File: src/rtl/core/aabb_pkg.sv
// Package for the box table collision query block.
// Holds request/result structs, command codes, state enum and sizing constants.
package aabb_pkg;

  localparam int BOXES_DEF      = 16;
  localparam int COORD_BITS_DEF = 16;
  localparam int IDX_BITS       = 4;
  localparam int T_BITS         = 17;
  localparam int FRAC_BITS      = 16;
  localparam int MAX_HITS       = 64;
  localparam int HIT_AW         = 6;
  localparam int TAG_BITS       = 16;

  typedef enum logic [2:0] {
    CMD_CLEAR  = 3'd0,
    CMD_APPEND = 3'd1,
    CMD_POINT  = 3'd2,
    CMD_RECT   = 3'd3,
    CMD_SEG    = 3'd4
  } cmd_t;

  localparam logic [1:0] FACE_YMIN = 2'd0;
  localparam logic [1:0] FACE_XMIN = 2'd1;
  localparam logic [1:0] FACE_YMAX = 2'd2;
  localparam logic [1:0] FACE_XMAX = 2'd3;

  typedef struct packed {
    logic [2:0]         cmd;
    logic signed [15:0] coord_a_x;
    logic signed [15:0] coord_a_y;
    logic signed [15:0] coord_b_x;
    logic signed [15:0] coord_b_y;
    logic [15:0]        name_tag;
    logic [15:0]        variant_tag;
  } req_t;

  typedef struct packed {
    logic               hit;
    logic               status;
    logic [3:0]         box_index;
    logic [15:0]        hit_name;
    logic [15:0]        hit_variant;
    logic signed [15:0] pos_x;
    logic signed [15:0] pos_y;
    logic [1:0]         face;
    logic [16:0]        distance;
    logic               last;
  } rsp_t;

  typedef enum logic [4:0] {
    ST_IDLE,
    ST_RD,
    ST_BOX,
    ST_FACE,
    ST_DIV,
    ST_OFF,
    ST_CHK,
    ST_SCAN_RD,
    ST_SCAN,
    ST_PICK_RD,
    ST_PICK_TAG,
    ST_SORT_OUT,
    ST_PQ_TAG,
    ST_PQ_OUT,
    ST_NEXT,
    ST_SINGLE,
    ST_WAIT
  } state_t;

endpackage

File: src/rtl/core/aabb_div.sv
// Restoring divider, one quotient bit per cycle: q = (num << 16) / den, num <= den.
// Depends on aabb_pkg.
module aabb_div #(
  parameter int NB = 17
) (
  input  logic                   clk,
  input  logic                   rst,
  input  logic                   start,
  input  logic [NB-1:0]          num,
  input  logic [NB-1:0]          den,
  output logic                   done,
  output logic [aabb_pkg::T_BITS-1:0] quo
);
  import aabb_pkg::*;

  logic [NB:0]          rem;
  logic [NB-1:0]        dv;
  logic [4:0]           cnt;
  logic                 busy;
  logic [NB+1:0]        trial;

  assign trial = {rem, 1'b0} - {2'b00, dv};

  always_ff @(posedge clk) begin
    if (rst) begin
      busy <= 1'b0;
      done <= 1'b0;
    end else begin
      done <= 1'b0;
      if (start) begin
        busy <= 1'b1;
        cnt  <= 5'd0;
        dv   <= den;
        if (num >= den) begin
          rem <= {1'b0, num - den};
          quo <= T_BITS'(1);
        end else begin
          rem <= {1'b0, num};
          quo <= '0;
        end
      end else if (busy) begin
        if (!trial[NB+1]) begin
          rem <= trial[NB:0];
          quo <= {quo[T_BITS-2:0], 1'b1};
        end else begin
          rem <= {rem[NB-1:0], 1'b0};
          quo <= {quo[T_BITS-2:0], 1'b0};
        end
        cnt <= cnt + 5'd1;
        if (cnt == 5'(FRAC_BITS - 1)) begin
          busy <= 1'b0;
          done <= 1'b1;
        end
      end
    end
  end
endmodule

File: config.mk
export PLATFORM = sky130hd
export DESIGN_NAME = aabb_div
export DESIGN_NICKNAME = d
export VERILOG_FILES = /design/src/rtl/core/aabb_pkg.sv /design/src/rtl/core/aabb_div.sv
export SDC_FILE = /design/constraint.sdc
export NUM_CORES = 1
export LEC_CHECK = 0
export BUFFER_PORTS_ARGS = -buffer_cell sky130_fd_sc_hd__buf_2
export CORE_MARGIN = 10
export CORE_UTILIZATION = 50
export CTS_CLUSTER_DIAMETER = 120
export DETAILED_ROUTE_END_ITERATION = 6
export MAX_ROUTING_LAYER = met4
export PLACE_DENSITY = 0.7
export SLEW_MARGIN = 20
export SYNTH_ARGS = -nofsm -noshare
export SYNTH_HDL_FRONTEND = slang
export SYNTH_SLANG_ARGS = --single-unit
File: constraint.sdc
create_clock -name clk -period 3.1 [get_ports clk]
set_clock_uncertainty 0.1 [all_clocks]
set_input_delay 0 -clock clk [delete_from_list [all_inputs] [get_ports clk]]
set_output_delay 0 -clock clk [all_outputs]
set_load 0.005 [all_outputs]
==> results.toml, run 1 <==
[clock_tree]
cts_tree = "done"
cts_buffers = 9
cts_root_buf = "clkbuf_8"
clock-sinks = 59
clk_latency_ps = 340
clk_transition_reported_paths_ps = 60
h-tree-depth = 3
clockBufferDepth = 2
postCtsSetupBuffers = 0

[sta]
finalMaxSlewViolations = 0
setup_viol = 0
fin_ws_ps = 173
finalHoldViolations = 0
rsz0062_at_grt = "no"
worst_pin_slew_ps = 879
finalSetupTns_ps = 0
finalCritPeriodShare = 0.944
min_period_ps = 2930
fmax_ghz = 0.342
relSlewSlack = 0.414

[pwr]
ir_drop_uv = 182
p_int_mw = 1.66
combPwrFrac = 0.361
seq_power_share = 0.404
power_mw = 2.47
power_switching_mw = 0.810
switching_share = 0.329
clockPowerShare = 0.235
p_per_area_nw_per_um2 = 470
leakagePower_nw = 2.27

[global_route]
grt_pass1_wl_um = 16500
grt_overflow_total = 0
grt_usage = 0.159
grt_pass1_vias = 3408
grt_max_degree = 47
antenna_found_initial = 0

[drt]
wl_per_cell_um = 15.7
firstDrtPassIters = 4
vias_per_cell = 5.50
vias = 3461
totalWireLength_um = 9870
ant_nets = 0
drtIter0Drc = 176
drc = 0

[worst_setup_path]
crit_path_cell_trace = "ha_1 > a21o_1 > nand2_2 > a21oi_1 > or3_4 > mux2i_2 > o311a_1 > buf_12 > mux2i_1 > mux2i_1"
worst-setup-path-type = "reg -> reg"
critPathMaxFanout = 16
critPathArrivalTime_ps = 2880
cp_top_family = "multiplexers"
end_kind = "register"
rrSetupSlack_ps = 170
path_common_cell = "mux2i_1"
critPathRequiredTime_ps = 3050
worst-path-buf-inv = 1
crit_path_start_kind = "register"
slowest_delay_ps = 390
slowest_stage = "edfxtp_1"

[layout]
fillerInstances = 703
area_growth_pct = 21.1
antenna_cells = 0
final_core_util = 0.629
multiInputGateArea_um2 = 2430
drive_gt1_frac = 0.187
layout.nets = 593
fin_cells = 629
seq_area_um2 = 1750

[synth]
synth_nets = 504
async_flop_share = 0
yosys_warnings = 0
synth_top_area_share = 0.395
ys_ff_latch = 59
synthTopCellsByArea = "edfxtp_1, ha_1, mux2i_1"
synth_top_family_by_area = "compound AO/OA/AOI/OAI gates"
synthFlopType = "edfxtp_1"
synthAdderAreaFrac = 0.110
avgSynthCellArea_um2 = 10.1
yosys.area_share.simple = 0.126
postSynthCellCount = 430
synth.most_common_cell = "edfxtp_1"
ys_seq_area_frac = 0.405
synth_area_um2 = 4330
synth_compound_area_frac = 0.189
synth_cell_type_count = 59
synthTopCellsByCount = "edfxtp_1, inv_1, ha_1, a21oi_1, nor2_1"
synth-edff-count = 57
synth.area.mux_share = 0.0688
synth_xor_area_frac = 0.0506
synth_top_cell_by_area = "edfxtp_1"

[min_path]
worstHoldPathType = "in -> reg"

[placement]
place.port_buffers = 54
gp_congestion = 0.887
dp_cells = 588
dp_hpwl_um = 7410
place_ws_ps = 29.4

[floorplan]
rows = 33
initial_core_util = 0.519
ios = 55
core_area_um2 = 8340
dieArea_um2 = 12800
die_h_um = 113
die_x_um = 113

[run]
maxCapViolCount = 0

[status]
status = "completed"
layout make-up:
cell class | count | share of cell area
multi-input combinational | 315 | 0.464
sequential | 59 | 0.334
timing repair buffer | 87 | 0.113
inverter | 47 | 0.0336
tap | 105 | 0.0251
clock buffer | 10 | 0.0243
clock inverter | 6 | 0.00620
state kept, by name, indices dropped and copies added, names as in the netlist:
name,flops
rem,18
dv,17
quo,17
cnt,5
busy,1
done,1
cells by family after synthesis:
kind of cell / count (synthesis)
AO/OA/AOI/OAI: 118
multiplexers: 29
XOR/XNOR: 25
buffers and inverters: 56
adder cells (fa/ha/maj): 37
flip-flops: 59
AND/OR/NAND/NOR: 106
layer usage:
layer  wire, um  GRT usage
met5          0          -
met4        138     0.0541
met3        455     0.0275
met2       4580      0.246
met1       4700      0.205
placed cells by master (no fill, tap or decap), types with 4 or more instances in the layout:
cell type / instances
inv_1: 46
buf_2: 54
dlygate4sd3_1: 25
ha_1: 34
clkbuf_8: 9
xnor2_1: 16
nand3_1: 7
a21o_1: 10
o31ai_1: 4
o211ai_1: 5
nand2_1: 19
a211oi_1: 4
xor2_1: 9
o21ai_0: 25
buf_4: 7
nor3_1: 4
and3_1: 9
edfxtp_1: 57
nor2b_1: 21
nor2_1: 26
nand2b_1: 4
mux2i_1: 25
o21a_1: 8
a21oi_1: 31
power groups by stage:
stage               clock, mW  combinational (mW)  sequential, mW
floorplan                   0               0.629            1.01
finish                  0.579               0.890           0.997
CTS                     0.591               0.867           0.996
detailed placement          0               0.835            1.01
global placement            0               0.821            1.01
global route            0.625               0.993            1.00
per-stage QoR:
stage	cell area, um2	hold slack (ps)
6_report	5240	21.7
3_3_place_gp	4770	95.4
2_1_floorplan	4330	-27.2
3_5_place_dp	4770	96.4
5_1_grt	5240	67.4
4_1_cts	5180	20.7
path summary, 6_finish.rpt:
path	cells after the start	end	from
setup / recovery	10	rem[5]	rem[13]
hold reg to reg	1	done	busy
hold / removal	3	rem[16]	num[16]
setup reg to reg	10	rem[5]	rem[13]
worst register-to-register path: stages (launching register included):
cell,delay [ps]
edfxtp_1,390
ha_1,350
a21o_1,200
nand2_2,80
a21oi_1,70
or3_4,370
mux2i_2,260
o311a_1,270
buf_12,180
mux2i_1,290
mux2i_1,100
what timing repair did:
item	in CTS	in global routing
hold endpoints to repair	26	0
setup endpoints to repair	0	13
hold buffers	25	0
gates resized for setup	0	10
(Power assumes the default switching activity.)
==> inputs of run 2 (changes only) <==
--- a/config.mk
+++ b/config.mk
@@ -8,6 +8,7 @@
 export BUFFER_PORTS_ARGS = -buffer_cell sky130_fd_sc_hd__buf_2
 export CORE_MARGIN = 10
 export CORE_UTILIZATION = 50
+export CTS_BUF_LIST = sky130_fd_sc_hd__clkbuf_4
 export CTS_CLUSTER_DIAMETER = 120
 export DETAILED_ROUTE_END_ITERATION = 6
 export MAX_ROUTING_LAYER = met4
==> results.toml, run 2 (synthesis gave the netlist of run 1 again) <==
[status]
status = "completed"

[drt]
vias_per_cell = 5.54
drc = 0
drtIter0Drc = 223
wl_met2_um = 4720
vias = 3526
wl_per_cell_um = 15.8
firstDrtPassIters = 4
wl_met3_um = 425
ant_nets = 0
highest_layer = "met4"
totalWireLength_um = 10000
met1_length_um = 4760

[pwr]
seq_power_share = 0.426
p_per_area_nw_per_um2 = 446
combPwrFrac = 0.383
p_int_mw = 1.54
ir_drop_uv = 208
clockPowerShare = 0.191
leakagePower_nw = 2.27
switching_share = 0.340
power_switching_mw = 0.795

[sta]
finalCritPeriodShare = 0.955
worst_pin_slew_ps = 885
relSlewSlack = 0.410
finalSetupTns_ps = 0
finalHoldViolations = 0
fin_ws_ps = 139
fmax_ghz = 0.338
min_period_ps = 2960
finalMaxSlewViolations = 0
rsz0062_at_grt = "no"
setup_viol = 0

[layout]
final_core_util = 0.629
final_common_cell = "edfxtp_1"
final_area_um2 = 5250
fin_cells = 636
top_regs = "rem (18), dv (17), quo (17)"
area_growth_pct = 21.1
layout.nets = 599
largest_reg_flops = 18
final_cell_mix = "edfxtp_1, buf_2, inv_1"
fillerInstances = 700
drive_gt1_frac = 0.183
regMostFlops = "rem"

[worst_setup_path]
critPathMaxFanout = 16
critPathArrivalTime_ps = 3000
crit_path_start_kind = "register"
slowest_delay_ps = 400
end_kind = "register"
slowest_stage = "edfxtp_1"
worst-setup-path-type = "reg -> reg"
path_common_cell = "mux2i_1"
crit_path_cell_trace = "ha_1 > a21o_1 > nand2_2 > a21oi_1 > or3_4 > mux2i_2 > o311a_1 > buf_12 > mux2i_1 > mux2i_1"
critPathRequiredTime_ps = 3140

[placement]
place.port_buffers = 54
placed_area_um2 = 4770
dp_hpwl_um = 7410
gp_congestion = 0.887
dp_cells = 588
place_ws_ps = 29.4

[clock_tree]
clock-sinks = 59
cts_buffers = 9
postCtsSetupBuffers = 0
clk_latency_ps = 400
clk_transition_reported_paths_ps = 100
cts_root_buf = "clkbuf_4"
clockBufferDepth = 2
h-tree-depth = 3
cts_tree = "done"

[floorplan]
die_x_um = 113
dieArea_um2 = 12800
core_area_um2 = 8340
initial_core_util = 0.519
ios = 55
die_h_um = 113
rows = 33

[min_path]
worstHoldPathType = "in -> reg"

[global_route]
grt_overflow_total = 0
grt_pass1_vias = 3419
grt_max_degree = 47
grt_pass1_wl_um = 16600
antenna_found_initial = 1
grt_usage = 0.160

[run]
maxCapViolCount = 0
[run 2: area by class of cell]
type | count | area [um2] | share of cell area
flip-flops and latches | 59 | 1750 | 0.334
diodes | 1 | 2.50 | 0.000477
inverters | 47 | 176 | 0.0336
repair buffers | 93 | 653 | 0.124
well taps | 105 | 131 | 0.0250
multi-input cells | 315 | 2420 | 0.462
clock buffers | 10 | 75.1 | 0.0143
clock inverters | 6 | 32.5 | 0.00620
[run 2: worst paths after layout]
path | startpoint | end | slack (ps) | depth (start not counted)
setup / recovery | rem[13] | rem[7] | 140 | 10
hold / removal | num[15] | rem[15] | 7 | 3
setup reg to reg | rem[13] | rem[7] | 140 | 10
hold reg to reg | busy | done | 380 | 1
[run 2: repair_timing]
action | in CTS | in global routing
resized for setup | 0 | 8
setup endpoints to repair | 0 | 6
hold buffers | 31 | 0
endpoints found under the hold margin | 32 | 0
[run 2: through the flow]
| step | power [mW] | hold WS [ps] |
|---|---|---|
| floorplan | 1.64 | -27.2 |
| global placement | 1.83 | 95.4 |
| detailed placement | 1.85 | 96.4 |
| CTS | 2.32 | 17.5 |
| global route | 2.49 | 37.1 |
| finish | 2.34 | 7.41 |
[run 2: power by group through the flow]
stage          Combinational (mW)  Sequential [mW]  Clock (mW)
2_1_floorplan               0.629             1.01           0
3_3_place_gp                0.821             1.01           0
3_5_place_dp                0.835             1.01           0
4_1_cts                     0.873            0.995       0.454
5_1_grt                     0.998             1.00       0.492
6_report                    0.896            0.995       0.446
[run 2: metal layers]
| layer | vias up | track usage |
|---|---|---|
| met2 | 86 | 0.250 |
| met4 | 0 | 0.0457 |
| li1 | 1776 | - |
| met3 | 10 | 0.0269 |
| met1 | 1654 | 0.208 |
| met5 | - | - |
[run 2: worst max-delay path: cells and delay by family (launching register included)]
family | cells | cell delay, ps
adder cells (fa/ha/maj) | 1 | 350
multiplexers | 3 | 680
AO/OA/AOI/OAI | 3 | 540
buffers and inverters | 1 | 180
flip-flops | 1 | 400
AND/OR/NAND/NOR | 2 | 450
==> inputs of run 3 (changes only) <==
--- a/config.mk
+++ b/config.mk
@@ -7,12 +7,12 @@
 export LEC_CHECK = 0
 export BUFFER_PORTS_ARGS = -buffer_cell sky130_fd_sc_hd__buf_2
 export CORE_MARGIN = 10
-export CORE_UTILIZATION = 50
+export CORE_UTILIZATION = 55
 export CTS_BUF_LIST = sky130_fd_sc_hd__clkbuf_4
 export CTS_CLUSTER_DIAMETER = 120
 export DETAILED_ROUTE_END_ITERATION = 6
 export MAX_ROUTING_LAYER = met4
-export PLACE_DENSITY = 0.7
+export PLACE_DENSITY = 0.76
 export SLEW_MARGIN = 20
 export SYNTH_ARGS = -nofsm -noshare
 export SYNTH_HDL_FRONTEND = slang
==> results.toml, run 3 (synthesis gave the netlist of run 1 again) <==
[drt]
ant_nets = 0
vias = 3608
wl_per_cell_um = 16.2
firstDrtPassIters = 4
vias_per_cell = 5.68
drc = 0
drtIter0Drc = 149
totalWireLength_um = 10300

[run]
maxCapViolCount = 0

[global_route]
grt_pass1_vias = 3517
grt_usage = 0.182
grt_overflow_total = 0
grt_pass1_wl_um = 16800
grt_max_degree = 47
antenna_found_initial = 2

[worst_setup_path]
end_kind = "register"
r2r-end = "rem[7]"
reg2reg_from = "rem[13]"
crit_path_start_kind = "register"
critPathRequiredTime_ps = 3140
critPathMaxFanout = 16
worst-setup-path-type = "reg -> reg"
reg2reg_depth = 10
rrSetupSlack_ps = 130
critPathArrivalTime_ps = 3010

[floorplan]
core_area_um2 = 7690
dieArea_um2 = 11800
rows = 32
die_x_um = 109
die_h_um = 109
initial_core_util = 0.563
ios = 55

[sta]
finalHoldViolations = 0
fmax_ghz = 0.336
setup_viol = 0
finalMaxSlewViolations = 0
finalCritPeriodShare = 0.959
min_period_ps = 2970
worst_pin_slew_ps = 838
relSlewSlack = 0.441
fin_ws_ps = 126

[clock_tree]
clock-sinks = 59
postCtsSetupBuffers = 0
clk_latency_ps = 410
clockBufferDepth = 2
h-tree-depth = 3
cts_buffers = 9
clk_transition_reported_paths_ps = 100
cts_root_buf = "clkbuf_4"
cts_tree = "done"

[min_path]
worstHoldEndpoint = "rem[14]"
worstHoldPathType = "in -> reg"
hold_depth = 5
worstHoldStart = "num[14]"

[placement]
place.port_buffers = 54
gp_congestion = 0.928
place_ws_ps = 82.6
dp_cells = 584
placed_area_um2 = 4760
dp_hpwl_um = 7280

[pwr]
ir_drop_uv = 244
power_mw = 2.43
leakagePower_nw = 2.29
p_per_area_nw_per_um2 = 459

[layout]
drive_gt1_frac = 0.188
layout.nets = 600
final_cell_mix = "edfxtp_1, buf_2, inv_1"
fin_cells = 635
largest_reg_flops = 18
final_core_util = 0.688
final_area_um2 = 5290
area_growth_pct = 22.2
final_common_cell = "edfxtp_1"
regMostFlops = "rem"
top_regs = "rem (18), dv (17), quo (17)"

[status]
status = "completed"
-- run 3: where the power goes --
| part | leakage (nW) | internal (mW) | switching [mW] |
|---|---|---|---|
| clock | 0.0776 | 0.250 | 0.278 |
| combinational | 1.65 | 0.414 | 0.488 |
| sequential | 0.563 | 0.963 | 0.0331 |
| total | 2.29 | 1.63 | 0.799 |
-- run 3: worst max-delay path by stage --
stage	from	endpoint	depth (start not counted)
finish	rem[13]	rem[7]	10
global route	den[0]	rem[16]	13
CTS	rem[3]	rem[17]	9
detailed placement	rem[3]	rem[17]	9
global placement	rem[3]	rem[1]	9
floorplan	rem[2]	rem[2]	10
-- run 3: area by class of cell --
class | count | area, um2
Clock inverter | 6 | 57.6
Multi-Input combinational cell | 315 | 2430
Sequential cell | 59 | 1750
Clock buffer | 10 | 75.1
Timing Repair Buffer | 94 | 666
Inverter | 47 | 176
Antenna cell | 2 | 5.00
Fill cell | 593 | 2400
Tap cell | 102 | 128
-- run 3: through the flow --
step           TNS, ps  hold WS, ps
6_report             0         28.3
3_3_place_gp         0          100
5_1_grt          -12.4          108
3_5_place_dp         0         97.8
4_1_cts              0         24.7
2_1_floorplan        0        -27.2
-- run 3: worst max-delay path, cell delays in order (launching register included) --
cell,delay (ps)
edfxtp_1,430
ha_2,350
a21o_1,200
nand2_2,80
a21oi_1,60
or3_4,370
mux2i_2,270
o311a_1,270
buf_12,180
mux2i_1,270
mux2i_1,120
-- run 3: timing repair --
item,CTS,global route
hold buffers,33,0
gates resized for setup,0,9
endpoints found under the setup margin,0,14
hold endpoints to repair,34,0
-- run 3: layer usage --
layer	up-vias	track usage	wire length [um]
met3	16	0.0313	479
met4	0	0.0603	231
met1	1700	0.225	4570
li1	1780	-	-
met5	-	-	0
met2	112	0.295	5030
